<file path="src/sv/text_to_int64_parser_defines.svh">
// ---------------------------------------------------------------------------
// text_to_int64_parser assertion macros
// Shared concurrent assertion forms for the parser modules.
// ---------------------------------------------------------------------------
`ifndef TEXT_TO_INT64_PARSER_DEFINES_SVH
`define TEXT_TO_INT64_PARSER_DEFINES_SVH

// Same-cycle implication, checked outside reset.
`define TTIP_ASSERT_IMP(lbl, ante, cons, msg) \
  lbl: assert property (@(posedge clk_i) disable iff (!rst_ni) (ante) |-> (cons)) \
    else $error(msg);

// Next-cycle implication, checked outside reset.
`define TTIP_ASSERT_NXT(lbl, ante, cons, msg) \
  lbl: assert property (@(posedge clk_i) disable iff (!rst_ni) (ante) |=> (cons)) \
    else $error(msg);

`endif

</file>
<file path="src/sv/ttip_pkg.sv">
// ---------------------------------------------------------------------------
// ttip_pkg
// Types and constants shared by the text-to-int64 parser modules.
// ---------------------------------------------------------------------------
package ttip_pkg;

  localparam int unsigned CH_W      = 16;
  localparam int unsigned IGN_SLOTS = 4;
  localparam int unsigned IDX_W     = 16;
  localparam int unsigned POS_W     = 16;
  localparam int unsigned NUM_W     = 64;
  localparam int unsigned HCNT_W    = 5;
  localparam int unsigned CFG_IDX_W = 3;
  localparam int unsigned CFG_W     = 16;
  localparam int unsigned OUT_W     = 88;
  localparam int unsigned QDEPTH    = 2;
  localparam int unsigned QPTR_W    = $clog2(QDEPTH);
  localparam int unsigned QCNT_W    = $clog2(QDEPTH + 1);

  localparam logic [NUM_W-1:0]  MIN_NEG   = 64'h8000_0000_0000_0000;
  localparam logic [NUM_W-1:0]  DEC_LIM   = MIN_NEG / 64'd10;
  localparam logic [3:0]        DEC_LAST  = 4'(MIN_NEG % 64'd10);
  localparam logic [HCNT_W-1:0] HEX_LIMIT = 5'd16;
  localparam logic [IDX_W-1:0]  IDX_MAX   = {IDX_W{1'b1}};

  // Configuration register indexes
  localparam logic [CFG_IDX_W-1:0] REG_SIGNED = 3'd0;
  localparam logic [CFG_IDX_W-1:0] REG_SUFFIX = 3'd1;
  localparam logic [CFG_IDX_W-1:0] REG_IGN0   = 3'd2;

  // Characters of interest
  localparam logic [CH_W-1:0] CH_SPACE = 16'h0020;
  localparam logic [CH_W-1:0] CH_TAB   = 16'h0009;
  localparam logic [CH_W-1:0] CH_PLUS  = 16'h002B;
  localparam logic [CH_W-1:0] CH_MINUS = 16'h002D;
  localparam logic [CH_W-1:0] CH_LX    = 16'h0078;
  localparam logic [CH_W-1:0] CH_UX    = 16'h0058;
  localparam logic [CH_W-1:0] CH_0     = 16'h0030;
  localparam logic [CH_W-1:0] CH_9     = 16'h0039;
  localparam logic [CH_W-1:0] CH_LA    = 16'h0061;
  localparam logic [CH_W-1:0] CH_LF    = 16'h0066;
  localparam logic [CH_W-1:0] CH_UA    = 16'h0041;
  localparam logic [CH_W-1:0] CH_UF    = 16'h0046;

  typedef enum logic [2:0] {
    CLS_SKIP  = 3'd0,
    CLS_PLUS  = 3'd1,
    CLS_MINUS = 3'd2,
    CLS_X     = 3'd3,
    CLS_DEC   = 3'd4,
    CLS_HEXL  = 3'd5,
    CLS_OTHER = 3'd6,
    CLS_END   = 3'd7
  } cls_e;

  typedef enum logic [1:0] {
    STY_NONE = 2'd0,
    STY_POS  = 2'd1,
    STY_NEG  = 2'd2,
    STY_HEX  = 2'd3
  } style_e;

  typedef struct packed {
    logic                            signed_mode;
    logic                            allow_suffix;
    logic [IGN_SLOTS-1:0][CH_W-1:0]  ign;
  } cfg_t;

  typedef struct packed {
    cls_e       cls;
    logic [3:0] digit;
  } item_t;

  typedef struct packed {
    logic              ok;
    logic [NUM_W-1:0]  number;
    style_e            style;
    logic              suffix_found;
    logic [POS_W-1:0]  suffix_pos;
  } result_t;

endpackage

</file>
<file path="src/sv/ttip_front.sv">
// ---------------------------------------------------------------------------
// ttip_front
// Classifies each incoming character into a token class and digit value.
// ---------------------------------------------------------------------------
module ttip_front import ttip_pkg::*; (
  input  cfg_t            cfg_i,
  input  logic [CH_W-1:0] ch_i,
  input  logic            end_mark_i,
  output item_t           item_o
);

  logic skip;
  logic is_dec;
  logic is_lhex;
  logic is_uhex;

  always_comb begin
    skip = (ch_i == CH_SPACE) || (ch_i == CH_TAB);
    for (int i = 0; i < IGN_SLOTS; i++) begin
      if ((cfg_i.ign[i] != '0) && (cfg_i.ign[i] == ch_i)) begin
        skip = 1'b1;
      end
    end
  end

  assign is_dec  = (ch_i >= CH_0) && (ch_i <= CH_9);
  assign is_lhex = (ch_i >= CH_LA) && (ch_i <= CH_LF);
  assign is_uhex = (ch_i >= CH_UA) && (ch_i <= CH_UF);

  always_comb begin
    item_o.digit = ch_i[3:0];
    priority if (end_mark_i) begin
      item_o.cls = CLS_END;
    end else if (skip) begin
      item_o.cls = CLS_SKIP;
    end else if (ch_i == CH_PLUS) begin
      item_o.cls = CLS_PLUS;
    end else if (ch_i == CH_MINUS) begin
      // a minus outside signed mode is just a foreign character
      item_o.cls = cfg_i.signed_mode ? CLS_MINUS : CLS_OTHER;
    end else if ((ch_i == CH_LX) || (ch_i == CH_UX)) begin
      item_o.cls = CLS_X;
    end else if (is_dec) begin
      item_o.cls = CLS_DEC;
    end else if (is_lhex || is_uhex) begin
      item_o.cls   = CLS_HEXL;
      item_o.digit = {1'b0, ch_i[2:0]} + 4'd9;
    end else begin
      item_o.cls = CLS_OTHER;
    end
  end

endmodule

</file>
<file path="src/sv/ttip_queue.sv">
// ---------------------------------------------------------------------------
// ttip_queue
// Short FIFO of classified items between the front and back parts.
// ---------------------------------------------------------------------------
`include "text_to_int64_parser_defines.svh"

module ttip_queue import ttip_pkg::*; (
  input  logic  clk_i,
  input  logic  rst_ni,
  input  logic  push_i,
  input  item_t push_data_i,
  output logic  full_o,
  input  logic  pop_i,
  output logic  empty_o,
  output item_t pop_data_o
);

  item_t             mem_q [QDEPTH];
  logic [QPTR_W-1:0] wr_ptr_q, wr_ptr_d;
  logic [QPTR_W-1:0] rd_ptr_q, rd_ptr_d;
  logic [QCNT_W-1:0] cnt_q, cnt_d;
  logic              do_push;
  logic              do_pop;

  assign full_o     = (cnt_q == QCNT_W'(QDEPTH));
  assign empty_o    = (cnt_q == '0);
  assign pop_data_o = mem_q[rd_ptr_q];
  assign do_push    = push_i && !full_o;
  assign do_pop     = pop_i && !empty_o;

  function automatic logic [QPTR_W-1:0] ptr_inc(logic [QPTR_W-1:0] p);
    ptr_inc = (p == QPTR_W'(QDEPTH - 1)) ? '0 : p + 1'b1;
  endfunction

  always_comb begin
    wr_ptr_d = do_push ? ptr_inc(wr_ptr_q) : wr_ptr_q;
    rd_ptr_d = do_pop ? ptr_inc(rd_ptr_q) : rd_ptr_q;
    cnt_d    = cnt_q;
    if (do_push && !do_pop) begin
      cnt_d = cnt_q + 1'b1;
    end else if (do_pop && !do_push) begin
      cnt_d = cnt_q - 1'b1;
    end
  end

  always_ff @(posedge clk_i or negedge rst_ni) begin
    if (!rst_ni) begin
      wr_ptr_q <= '0;
      rd_ptr_q <= '0;
      cnt_q    <= '0;
    end else begin
      wr_ptr_q <= wr_ptr_d;
      rd_ptr_q <= rd_ptr_d;
      cnt_q    <= cnt_d;
    end
  end

  always_ff @(posedge clk_i) begin
    if (do_push) begin
      mem_q[wr_ptr_q] <= push_data_i;
    end
  end

  `TTIP_ASSERT_IMP(a_cnt_bound, 1'b1, cnt_q <= QCNT_W'(QDEPTH), "queue count beyond depth")
  `TTIP_ASSERT_NXT(a_push_only, do_push && !do_pop, cnt_q == $past(cnt_q) + 1'b1, "push lost")

endmodule

</file>
<file path="src/sv/ttip_back.sv">
// ---------------------------------------------------------------------------
// ttip_back
// Parse state machine: accumulates digits and builds the end-of-string result.
// ---------------------------------------------------------------------------
`include "text_to_int64_parser_defines.svh"

module ttip_back import ttip_pkg::*; (
  input  logic    clk_i,
  input  logic    rst_ni,
  input  cfg_t    cfg_i,
  input  logic    item_valid_i,
  input  item_t   item_i,
  output logic    item_pop_o,
  output logic    res_valid_o,
  input  logic    res_ready_i,
  output result_t res_o
);

  logic [NUM_W-1:0]  accum_q, accum_d;
  logic              neg_q, neg_d;
  logic              dec_q, dec_d;
  logic              atmin_q, atmin_d;
  logic              hex_q, hex_d;
  logic [HCNT_W-1:0] hcnt_q, hcnt_d;
  logic              stop_q, stop_d;
  logic              fail_q, fail_d;
  logic [IDX_W-1:0]  idx_q, idx_d;
  logic              sfx_vld_q, sfx_vld_d;
  logic [POS_W-1:0]  sfx_pos_q, sfx_pos_d;

  logic              res_valid_q;
  result_t           res_q, res_d;

  logic              is_end;
  logic              res_free;
  logic              take;
  logic              acc_zero;
  logic              foreign;
  logic [NUM_W-1:0]  acc_x10;
  logic [HCNT_W-1:0] hcnt_inc;

  assign is_end     = (item_i.cls == CLS_END);
  assign res_free   = !res_valid_q || res_ready_i;
  assign item_pop_o = item_valid_i && (!is_end || res_free);
  assign take       = item_pop_o;
  assign acc_zero   = (accum_q == '0);
  assign acc_x10    = (accum_q << 3) + (accum_q << 1) + NUM_W'(item_i.digit);
  assign hcnt_inc   = hcnt_q + 1'b1;

  // Per-character state update
  always_comb begin
    accum_d   = accum_q;
    neg_d     = neg_q;
    dec_d     = dec_q;
    atmin_d   = atmin_q;
    hex_d     = hex_q;
    hcnt_d    = hcnt_q;
    stop_d    = stop_q;
    fail_d    = fail_q;
    idx_d     = idx_q;
    sfx_vld_d = sfx_vld_q;
    sfx_pos_d = sfx_pos_q;
    foreign   = 1'b0;

    if (take && is_end) begin
      // string closed: clear the parse state
      accum_d   = '0;
      neg_d     = 1'b0;
      dec_d     = 1'b0;
      atmin_d   = 1'b0;
      hex_d     = 1'b0;
      hcnt_d    = '0;
      stop_d    = 1'b0;
      fail_d    = 1'b0;
      idx_d     = '0;
      sfx_vld_d = 1'b0;
      sfx_pos_d = '0;
    end else if (take) begin
      if (idx_q != IDX_MAX) begin
        idx_d = idx_q + 1'b1;
      end
      priority if (fail_q || stop_q || (item_i.cls == CLS_SKIP)) begin
        // drop the character
      end else if ((item_i.cls == CLS_PLUS) && acc_zero) begin
        // leading plus is a no-op
      end else if ((item_i.cls == CLS_MINUS) && !hex_q && !neg_q && acc_zero) begin
        neg_d = 1'b1;
      end else if ((item_i.cls == CLS_X) && !hex_q && !neg_q && acc_zero) begin
        hex_d = 1'b1;
      end else if (!hex_q && (item_i.cls == CLS_DEC)) begin
        dec_d = 1'b1;
        priority if (atmin_q) begin
          fail_d = 1'b1;
        end else if (cfg_i.signed_mode) begin
          priority if ((accum_q > DEC_LIM) ||
                       ((accum_q == DEC_LIM) && (item_i.digit > DEC_LAST))) begin
            fail_d = 1'b1;
          end else if ((accum_q == DEC_LIM) && (item_i.digit == DEC_LAST)) begin
            // exactly 2^63: legal only as the magnitude of a negative value
            accum_d = acc_x10;
            if (neg_q) begin
              atmin_d = 1'b1;
            end else begin
              fail_d = 1'b1;
            end
          end else begin
            accum_d = acc_x10;
          end
        end else begin
          accum_d = acc_x10;
        end
      end else if (hex_q && ((item_i.cls == CLS_DEC) || (item_i.cls == CLS_HEXL))) begin
        hcnt_d = hcnt_inc;
        if (hcnt_inc > HEX_LIMIT) begin
          fail_d = 1'b1;
        end else begin
          accum_d = {accum_q[NUM_W-5:0], item_i.digit};
        end
      end else begin
        foreign = 1'b1;
      end

      if (foreign) begin
        if (cfg_i.allow_suffix) begin
          stop_d    = 1'b1;
          sfx_vld_d = 1'b1;
          sfx_pos_d = POS_W'(idx_q);
        end else begin
          fail_d = 1'b1;
        end
      end
    end
  end

  // Result built from the state seen by the end item
  always_comb begin
    res_d.ok           = !fail_q && (hex_q ? (hcnt_q != '0) : dec_q);
    res_d.number       = '0;
    res_d.style        = STY_NONE;
    res_d.suffix_found = !fail_q && sfx_vld_q;
    res_d.suffix_pos   = (!fail_q && sfx_vld_q) ? sfx_pos_q : '0;
    if (res_d.ok) begin
      res_d.number = neg_q ? ('0 - accum_q) : accum_q;
      res_d.style  = hex_q ? STY_HEX : (neg_q ? STY_NEG : STY_POS);
    end
  end

  always_ff @(posedge clk_i or negedge rst_ni) begin
    if (!rst_ni) begin
      accum_q     <= '0;
      neg_q       <= 1'b0;
      dec_q       <= 1'b0;
      atmin_q     <= 1'b0;
      hex_q       <= 1'b0;
      hcnt_q      <= '0;
      stop_q      <= 1'b0;
      fail_q      <= 1'b0;
      idx_q       <= '0;
      sfx_vld_q   <= 1'b0;
      sfx_pos_q   <= '0;
      res_valid_q <= 1'b0;
    end else begin
      accum_q   <= accum_d;
      neg_q     <= neg_d;
      dec_q     <= dec_d;
      atmin_q   <= atmin_d;
      hex_q     <= hex_d;
      hcnt_q    <= hcnt_d;
      stop_q    <= stop_d;
      fail_q    <= fail_d;
      idx_q     <= idx_d;
      sfx_vld_q <= sfx_vld_d;
      sfx_pos_q <= sfx_pos_d;
      if (take && is_end) begin
        res_valid_q <= 1'b1;
      end else if (res_ready_i) begin
        res_valid_q <= 1'b0;
      end
    end
  end

  always_ff @(posedge clk_i) begin
    if (take && is_end) begin
      res_q <= res_d;
    end
  end

  assign res_valid_o = res_valid_q;
  assign res_o       = res_q;

  `TTIP_ASSERT_IMP(a_fail_stop_excl, 1'b1, !(fail_q && stop_q), "failed and stopped both set")
  `TTIP_ASSERT_NXT(a_dead_hold, take && !is_end && (fail_q || stop_q), $stable(accum_q), "accumulator moved after fail or suffix")
  `TTIP_ASSERT_IMP(a_ok_style, res_valid_q && res_q.ok, res_q.style != STY_NONE, "ok result without style")
  `TTIP_ASSERT_IMP(a_atmin_neg, atmin_q, neg_q && (accum_q == MIN_NEG), "min-negative flag without its value")

endmodule

</file>
<file path="src/sv/text_to_int64_parser.sv">
// ---------------------------------------------------------------------------
// text_to_int64_parser
// Streams 16-bit characters and parses each string into a 64-bit integer.
// ---------------------------------------------------------------------------
// One character enters per item on the slave stream; an item with tlast set
// ends the string (its tdata is ignored) and produces exactly one result on
// the master stream. Blanks, tabs and up to four programmable characters are
// skipped anywhere. Decimal (with optional leading '-' in signed mode) and
// 'x'-prefixed hex of at most 16 digits are accepted. In signed mode decimal
// overflow fails the string, with -2^63 allowed; unsigned decimal wraps.
// A foreign character either fails the string or, with allow_suffix set,
// marks the suffix start and stops the parse.
// Throughput: one item per clock cycle, sustained while no end item waits
// for a result still held on m_axis_tready. The limit is the parse state
// update in the back part, which consumes one character per cycle
// (multiply-by-ten as shift-add, overflow compare). An accepted end item
// passes through the queue and then loads the result register behind
// m_axis_tvalid. A two-entry queue separates the classifier from the
// parser, and the result register lets new characters flow while a
// result waits on m_axis_tready. Configuration is to be written by the
// user only while the block is idle; the block itself does not enforce it.
// ---------------------------------------------------------------------------
module text_to_int64_parser import ttip_pkg::*; (
  input  logic                 clk_i,
  input  logic                 rst_ni,
  // configuration write port
  input  logic                 cfg_we_i,
  input  logic [CFG_IDX_W-1:0] cfg_idx_i,
  input  logic [CFG_W-1:0]     cfg_wdata_i,
  // character stream
  input  logic                 s_axis_tvalid,
  output logic                 s_axis_tready,
  input  logic [CH_W-1:0]      s_axis_tdata,   // [15:0] ch
  input  logic                 s_axis_tlast,   // end of string
  // result stream
  output logic                 m_axis_tvalid,
  input  logic                 m_axis_tready,
  // [0] ok, [64:1] number, [66:65] style, [67] suffix_found,
  // [83:68] suffix_pos, [87:84] zero
  output logic [OUT_W-1:0]     m_axis_tdata
);

  cfg_t    cfg_q;
  item_t   front_item;
  item_t   q_item;
  logic    q_full;
  logic    q_empty;
  logic    q_pop;
  result_t res;

  // Configuration registers; unknown indexes are dropped
  always_ff @(posedge clk_i or negedge rst_ni) begin
    if (!rst_ni) begin
      cfg_q <= '0;
    end else if (cfg_we_i) begin
      if (cfg_idx_i == REG_SIGNED) begin
        cfg_q.signed_mode <= cfg_wdata_i[0];
      end else if (cfg_idx_i == REG_SUFFIX) begin
        cfg_q.allow_suffix <= cfg_wdata_i[0];
      end else begin
        for (int i = 0; i < IGN_SLOTS; i++) begin
          if (cfg_idx_i == REG_IGN0 + CFG_IDX_W'(i)) begin
            cfg_q.ign[i] <= cfg_wdata_i;
          end
        end
      end
    end
  end

  // Front: classify the character
  ttip_front u_front (
    .cfg_i      (cfg_q),
    .ch_i       (s_axis_tdata),
    .end_mark_i (s_axis_tlast),
    .item_o     (front_item)
  );

  assign s_axis_tready = !q_full;

  // Queue: decouple the classifier from the parser
  ttip_queue u_queue (
    .clk_i       (clk_i),
    .rst_ni      (rst_ni),
    .push_i      (s_axis_tvalid),
    .push_data_i (front_item),
    .full_o      (q_full),
    .pop_i       (q_pop),
    .empty_o     (q_empty),
    .pop_data_o  (q_item)
  );

  // Back: advance the parse state and hold the result
  ttip_back u_back (
    .clk_i        (clk_i),
    .rst_ni       (rst_ni),
    .cfg_i        (cfg_q),
    .item_valid_i (!q_empty),
    .item_i       (q_item),
    .item_pop_o   (q_pop),
    .res_valid_o  (m_axis_tvalid),
    .res_ready_i  (m_axis_tready),
    .res_o        (res)
  );

  assign m_axis_tdata = {4'b0000, res.suffix_pos, res.suffix_found, res.style,
                         res.number, res.ok};

endmodule
</file>
<file path="config.mk">
export PLATFORM = sky130hd
export DESIGN_NAME = text_to_int64_parser
export DESIGN_NICKNAME = d
export VERILOG_FILES = /design/src/sv/ttip_pkg.sv /design/src/sv/ttip_front.sv /design/src/sv/ttip_queue.sv /design/src/sv/ttip_back.sv /design/src/sv/text_to_int64_parser.sv
export VERILOG_INCLUDE_DIRS = /design/src /design/src/sv
export SDC_FILE = /design/constraint.sdc
export NUM_CORES = 1
export LEC_CHECK = 0
export ABC_AREA = 1
export BUFFER_PORTS_ARGS = -buffer_cell sky130_fd_sc_hd__buf_4
export CORE_MARGIN = 2
export CORE_UTILIZATION = 50
export CTS_CLUSTER_DIAMETER = 80
export DETAILED_ROUTE_END_ITERATION = 7
export GPL_ROUTABILITY_DRIVEN = 0
export GPL_TIMING_DRIVEN = 0
export PLACE_DENSITY_LB_ADDON = 0.05
export REMOVE_ABC_BUFFERS = 1
export SYNTH_ARGS = -nofsm -noshare
export SYNTH_HDL_FRONTEND = slang
export SYNTH_SLANG_ARGS = --single-unit
</file>
<file path="constraint.sdc">
create_clock -name clk_i -period 7.9 [get_ports clk_i]
set_clock_uncertainty 0.05 [all_clocks]
set_input_delay 1.58 -clock clk_i [delete_from_list [all_inputs] [get_ports clk_i]]
set_output_delay 1.58 -clock clk_i [all_outputs]
set_load 0.005 [all_outputs]
</file>
==> impl_metrics.prom <==
# TYPE chip_impl_metric gauge
chip_impl_metric{name="worstPathRequired",unit="ns"} 8.23
chip_impl_info{name="worst_hold_path_class",value="reg2reg"} 1
chip_impl_metric{name="delay_of_the_slowest_cell_on_the_worst_path",unit="ns"} 0.98
chip_impl_metric{name="io-pin-count",unit=""} 131
chip_impl_metric{name="grt_use_met3",unit="%"} 3.94
chip_impl_metric{name="power_density",unit="mW/mm2"} 353
chip_impl_metric{name="grt_max_degree",unit=""} 112
chip_impl_metric{name="htree_num_levels",unit=""} 2
chip_impl_metric{name="worstPathBufferInverterCount",unit=""} 3
chip_impl_metric{name="number_of_endpoints_failing_setup_at_the_final_stage",unit=""} 0
chip_impl_metric{name="slew-limit-headroom",unit="%"} 23.5
chip_impl_info{name="crit_type",value="in2reg"} 1
chip_impl_info{name="holdCritStartpoint",value="u_back.dec_q"} 1
chip_impl_metric{name="post_synth_edffs",unit=""} 98
chip_impl_info{name="cpLargestDelayFamily",value="simple AND/OR/NAND/NOR gates"} 1
chip_impl_metric{name="grt_overflow",unit=""} 0
chip_impl_metric{name="cts_resized",unit=""} 0
chip_impl_metric{name="nFillCells",unit=""} 4048
chip_impl_info{name="clock_tree_from_tritoncts",value="yes"} 1
chip_impl_metric{name="worstSkewPairLatency",unit="ns"} 0.56
chip_impl_metric{name="port_buffers",unit=""} 126
chip_impl_metric{name="global_route_wire_length_before_repair",unit="mm"} 102
chip_impl_metric{name="clock_period_minus_worst_slack",unit="ns"} 4.97
chip_impl_metric{name="antenna_left",unit=""} 0
chip_impl_metric{name="postLayoutCoreUtil",unit="%"} 56.8
chip_impl_metric{name="path_clk_slew",unit="ns"} 0.06
chip_impl_metric{name="layout_worst_path_cycle_share",unit="%"} 62.9
chip_impl_metric{name="post-route-drc-count",unit=""} 0
chip_impl_metric{name="floorplan.core_area",unit="mm2"} 0.0418
chip_impl_info{name="critical_path.startpoint",value="m_axis_tready"} 1
chip_impl_metric{name="area.sequential",unit="mm2"} 0.00740
chip_impl_info{name="yosys_most_used_dff",value="sky130_fd_sc_hd__dfrtp_1"} 1
chip_impl_metric{name="critical_path.max_fanout",unit=""} 49
chip_impl_metric{name="n_antenna_cell",unit=""} 0
chip_impl_metric{name="num_rows",unit=""} 75
chip_impl_metric{name="synth-async-reset-ratio",unit="%"} 64.5
chip_impl_metric{name="num-nets-final",unit=""} 3325
chip_impl_metric{name="die_y",unit="um"} 209
chip_impl_metric{name="grt_util_met1",unit="%"} 37.1
chip_impl_info{name="cp_common_cell",value="sky130_fd_sc_hd__o21ai_0"} 1
chip_impl_metric{name="clock_sinks",unit=""} 276
chip_impl_metric{name="multi_input_comb_area",unit="mm2"} 0.0119
chip_impl_metric{name="ys_ff_latch",unit=""} 276
chip_impl_metric{name="cts-hold-fix-buffers",unit=""} 0
chip_impl_metric{name="clockBufferDepth",unit=""} 3
chip_impl_metric{name="wl_per_cell",unit="um"} 17.1
chip_impl_info{name="reg2reg_from",value="u_queue.rd_ptr_q"} 1
chip_impl_metric{name="syn_inst",unit=""} 3058
chip_impl_metric{name="antenna_violations_before_repair",unit=""} 0
chip_impl_metric{name="initialDrtViolationCount",unit=""} 1679
chip_impl_metric{name="grt_use_total",unit="%"} 29.4
chip_impl_metric{name="slew_worst_pin",unit="ns"} 1.15
chip_impl_info{name="grt_busiest_layer",value="met2"} 1
chip_impl_metric{name="grt_pass1_vias",unit=""} 20002
chip_impl_metric{name="max_freq",unit="MHz"} 201
chip_impl_metric{name="synth.yosys.seq_area_share",unit="%"} 35.2
chip_impl_info{name="cpMaxStageDelayCell",value="sky130_fd_sc_hd__nor2_4"} 1
chip_impl_info{name="path_cells",value="buf_4 -> o21ai_0 -> inv_1 -> nand2_1 -> inv_4 -> nor2_4 -> nand2_2 -> nand3_2 -> o21ai_0"} 1
chip_impl_metric{name="syn_area_per_cell",unit="um2"} 6.88
chip_impl_info{name="setup.worst_path.start_class",value="input port"} 1
chip_impl_metric{name="design.die.area",unit="mm2"} 0.0437
chip_impl_info{name="clockRootBuffer",value="sky130_fd_sc_hd__clkbuf_16"} 1
chip_impl_metric{name="drive_gt1_share",unit="%"} 8.31
chip_impl_metric{name="vias_per_cell",unit=""} 5.53
chip_impl_metric{name="dr.pass1.iters",unit=""} 6
chip_impl_info{name="final_cell_mix",value="sky130_fd_sc_hd__nand2_1, sky130_fd_sc_hd__nor2_1, sky130_fd_sc_hd__inv_1"} 1
chip_impl_metric{name="final_max_slew_viol_count",unit=""} 0
chip_impl_metric{name="synth-warning-count",unit=""} 0
chip_impl_info{name="layout.cells.most_common",value="sky130_fd_sc_hd__nand2_1"} 1
chip_impl_metric{name="initial_core_util",unit="%"} 50.4
chip_impl_metric{name="cts.repair_timing.setup_buffer_count",unit=""} 0
chip_impl_metric{name="num_vias",unit=""} 20544
chip_impl_metric{name="p_leak",unit="nW"} 11.5
chip_impl_metric{name="totalNegativeSetupSlack",unit="ns"} 0
chip_impl_metric{name="synth.distinct_cells",unit=""} 60
chip_impl_info{name="run_status",value="finished, final reports clean"} 1
chip_impl_metric{name="max_cap_viol_count",unit=""} 0
chip_impl_metric{name="wl",unit="mm"} 63.4
chip_impl_metric{name="design_power_total",unit="W"} 0.00837
chip_impl_metric{name="syn_area",unit="mm2"} 0.0210
chip_impl_metric{name="hpwlAfterDp",unit="mm"} 49.2
chip_impl_metric{name="fp.dieW",unit="um"} 209
chip_impl_info{name="grt_setup_unrepaired",value="no"} 1
chip_impl_info{name="critPathCaptureType",value="flip-flop"} 1
chip_impl_metric{name="cts_buffers",unit=""} 35
chip_impl_metric{name="met2_routing_resource_usage_after_global_routing",unit="%"} 49.9
chip_impl_metric{name="peakVddDrop",unit="uV"} 198
chip_impl_metric{name="worstPathArrival",unit="ns"} 5.30
chip_impl_metric{name="syn_to_final_growth",unit="%"} 12.7
chip_impl_metric{name="hold_violations",unit=""} 0
[Yosys cell counts (4+ instances only)]
library cell | count | area (um2)
sky130_fd_sc_hd__nand2_1 | 843 | 3160
sky130_fd_sc_hd__nor2_1 | 385 | 1450
sky130_fd_sc_hd__inv_1 | 362 | 1360
sky130_fd_sc_hd__o21ai_0 | 246 | 1230
sky130_fd_sc_hd__dfrtp_1 | 178 | 4450
sky130_fd_sc_hd__a21oi_1 | 177 | 886
sky130_fd_sc_hd__nand3_1 | 170 | 851
sky130_fd_sc_hd__ha_1 | 132 | 1650
sky130_fd_sc_hd__edfxtp_1 | 98 | 2940
sky130_fd_sc_hd__nor3_1 | 65 | 325
sky130_fd_sc_hd__xor2_1 | 41 | 359
sky130_fd_sc_hd__clkbuf_1 | 40 | 150
sky130_fd_sc_hd__nand4_1 | 40 | 250
sky130_fd_sc_hd__nor4_1 | 27 | 169
sky130_fd_sc_hd__o21ai_1 | 25 | 125
sky130_fd_sc_hd__xnor2_1 | 25 | 219
sky130_fd_sc_hd__buf_2 | 21 | 105
sky130_fd_sc_hd__nand3b_1 | 20 | 150
sky130_fd_sc_hd__o22ai_1 | 18 | 113
sky130_fd_sc_hd__or2_2 | 15 | 93.8
sky130_fd_sc_hd__nor2_2 | 13 | 81.3
sky130_fd_sc_hd__inv_2 | 11 | 41.3
sky130_fd_sc_hd__o21a_1 | 10 | 75.1
sky130_fd_sc_hd__buf_1 | 8 | 30.0
sky130_fd_sc_hd__nand3_2 | 8 | 80.1
sky130_fd_sc_hd__a22oi_1 | 7 | 52.6
sky130_fd_sc_hd__nand2_2 | 7 | 43.8
sky130_fd_sc_hd__nor2_4 | 6 | 67.6
sky130_fd_sc_hd__buf_4 | 5 | 37.5
sky130_fd_sc_hd__and2_1 | 4 | 25.0
sky130_fd_sc_hd__and3_1 | 4 | 25.0
sky130_fd_sc_hd__o21bai_1 | 4 | 30.0
[stage by stage]
step | instances | cell area [um2] | setup WS (ns) | hold WS (ns)
after floorplan | 2982 | 20700 | 3.01 | 0.414
after CTS | 3716 | 23700 | 2.91 | 0.459
after detailed placement | 3652 | 22400 | 2.35 | 0.447
final | 3716 | 23700 | 2.93 | 0.460
after global routing | 3716 | 23700 | 2.61 | 0.477
after global placement | 3647 | 22300 | 1.18 | 0.431
[cell families after synthesis]
kind of cell    Yosys count  share of synthesized area (%)
other cells               1                         0.0178
xor+xnor                 66                           2.75
compound gates          507                           12.7
simple gates           1621                           32.8
flops                   276                           35.2
fa+ha+maj               134                           8.04
buf+inv                 453                           8.47
[per-layer routing]
metal	share of wire [%]	wire length [um]	vias to the layer above
met5	0	0	-
met4	4.4	2790	0
met1	42	26600	9473
li1	-	-	10204
met3	6.3	4020	158
met2	47	30000	709
[where the power goes]
group	internal [W]	switching (W)	leakage (nW)
Combinational	0.00142	0.00265	7.61
Clock	0.00109	0.000664	0.639
Sequential	0.00203	0.000513	3.24
[sequential cells by signal, summed over array words and instances, names as in the netlist, 2 cells and up]
register,flops
cfg_q,66
u_back.accum_q,64
u_back.hcnt_q,5
u_back.idx_q,16
u_back.res_o,84
u_back.sfx_pos_q,16
u_queue.cnt_q,2
u_queue.mem_q,14
[area by class of cell]
class,instances,area share (%)
clock buffers,44,4.28
multi-input cells,2332,50.1
inverters,374,5.93
repair buffers,131,4.47
well taps,539,2.85
flip-flops and latches,276,31.2
clock inverters,20,1.14
[final timing paths]
check,to,slack [ns],cells after the start
max,u_back.accum_q[20],2.93,9
max reg2reg,u_back.accum_q[15],3.04,11
min in group asynchronous,cfg_q[26],0.90,1
max in group asynchronous,u_back.accum_q[52],5.88,2
min,u_back.dec_q,0.46,1
min reg2reg,u_back.dec_q,0.46,1
Power figures use the tool's default switching activity.
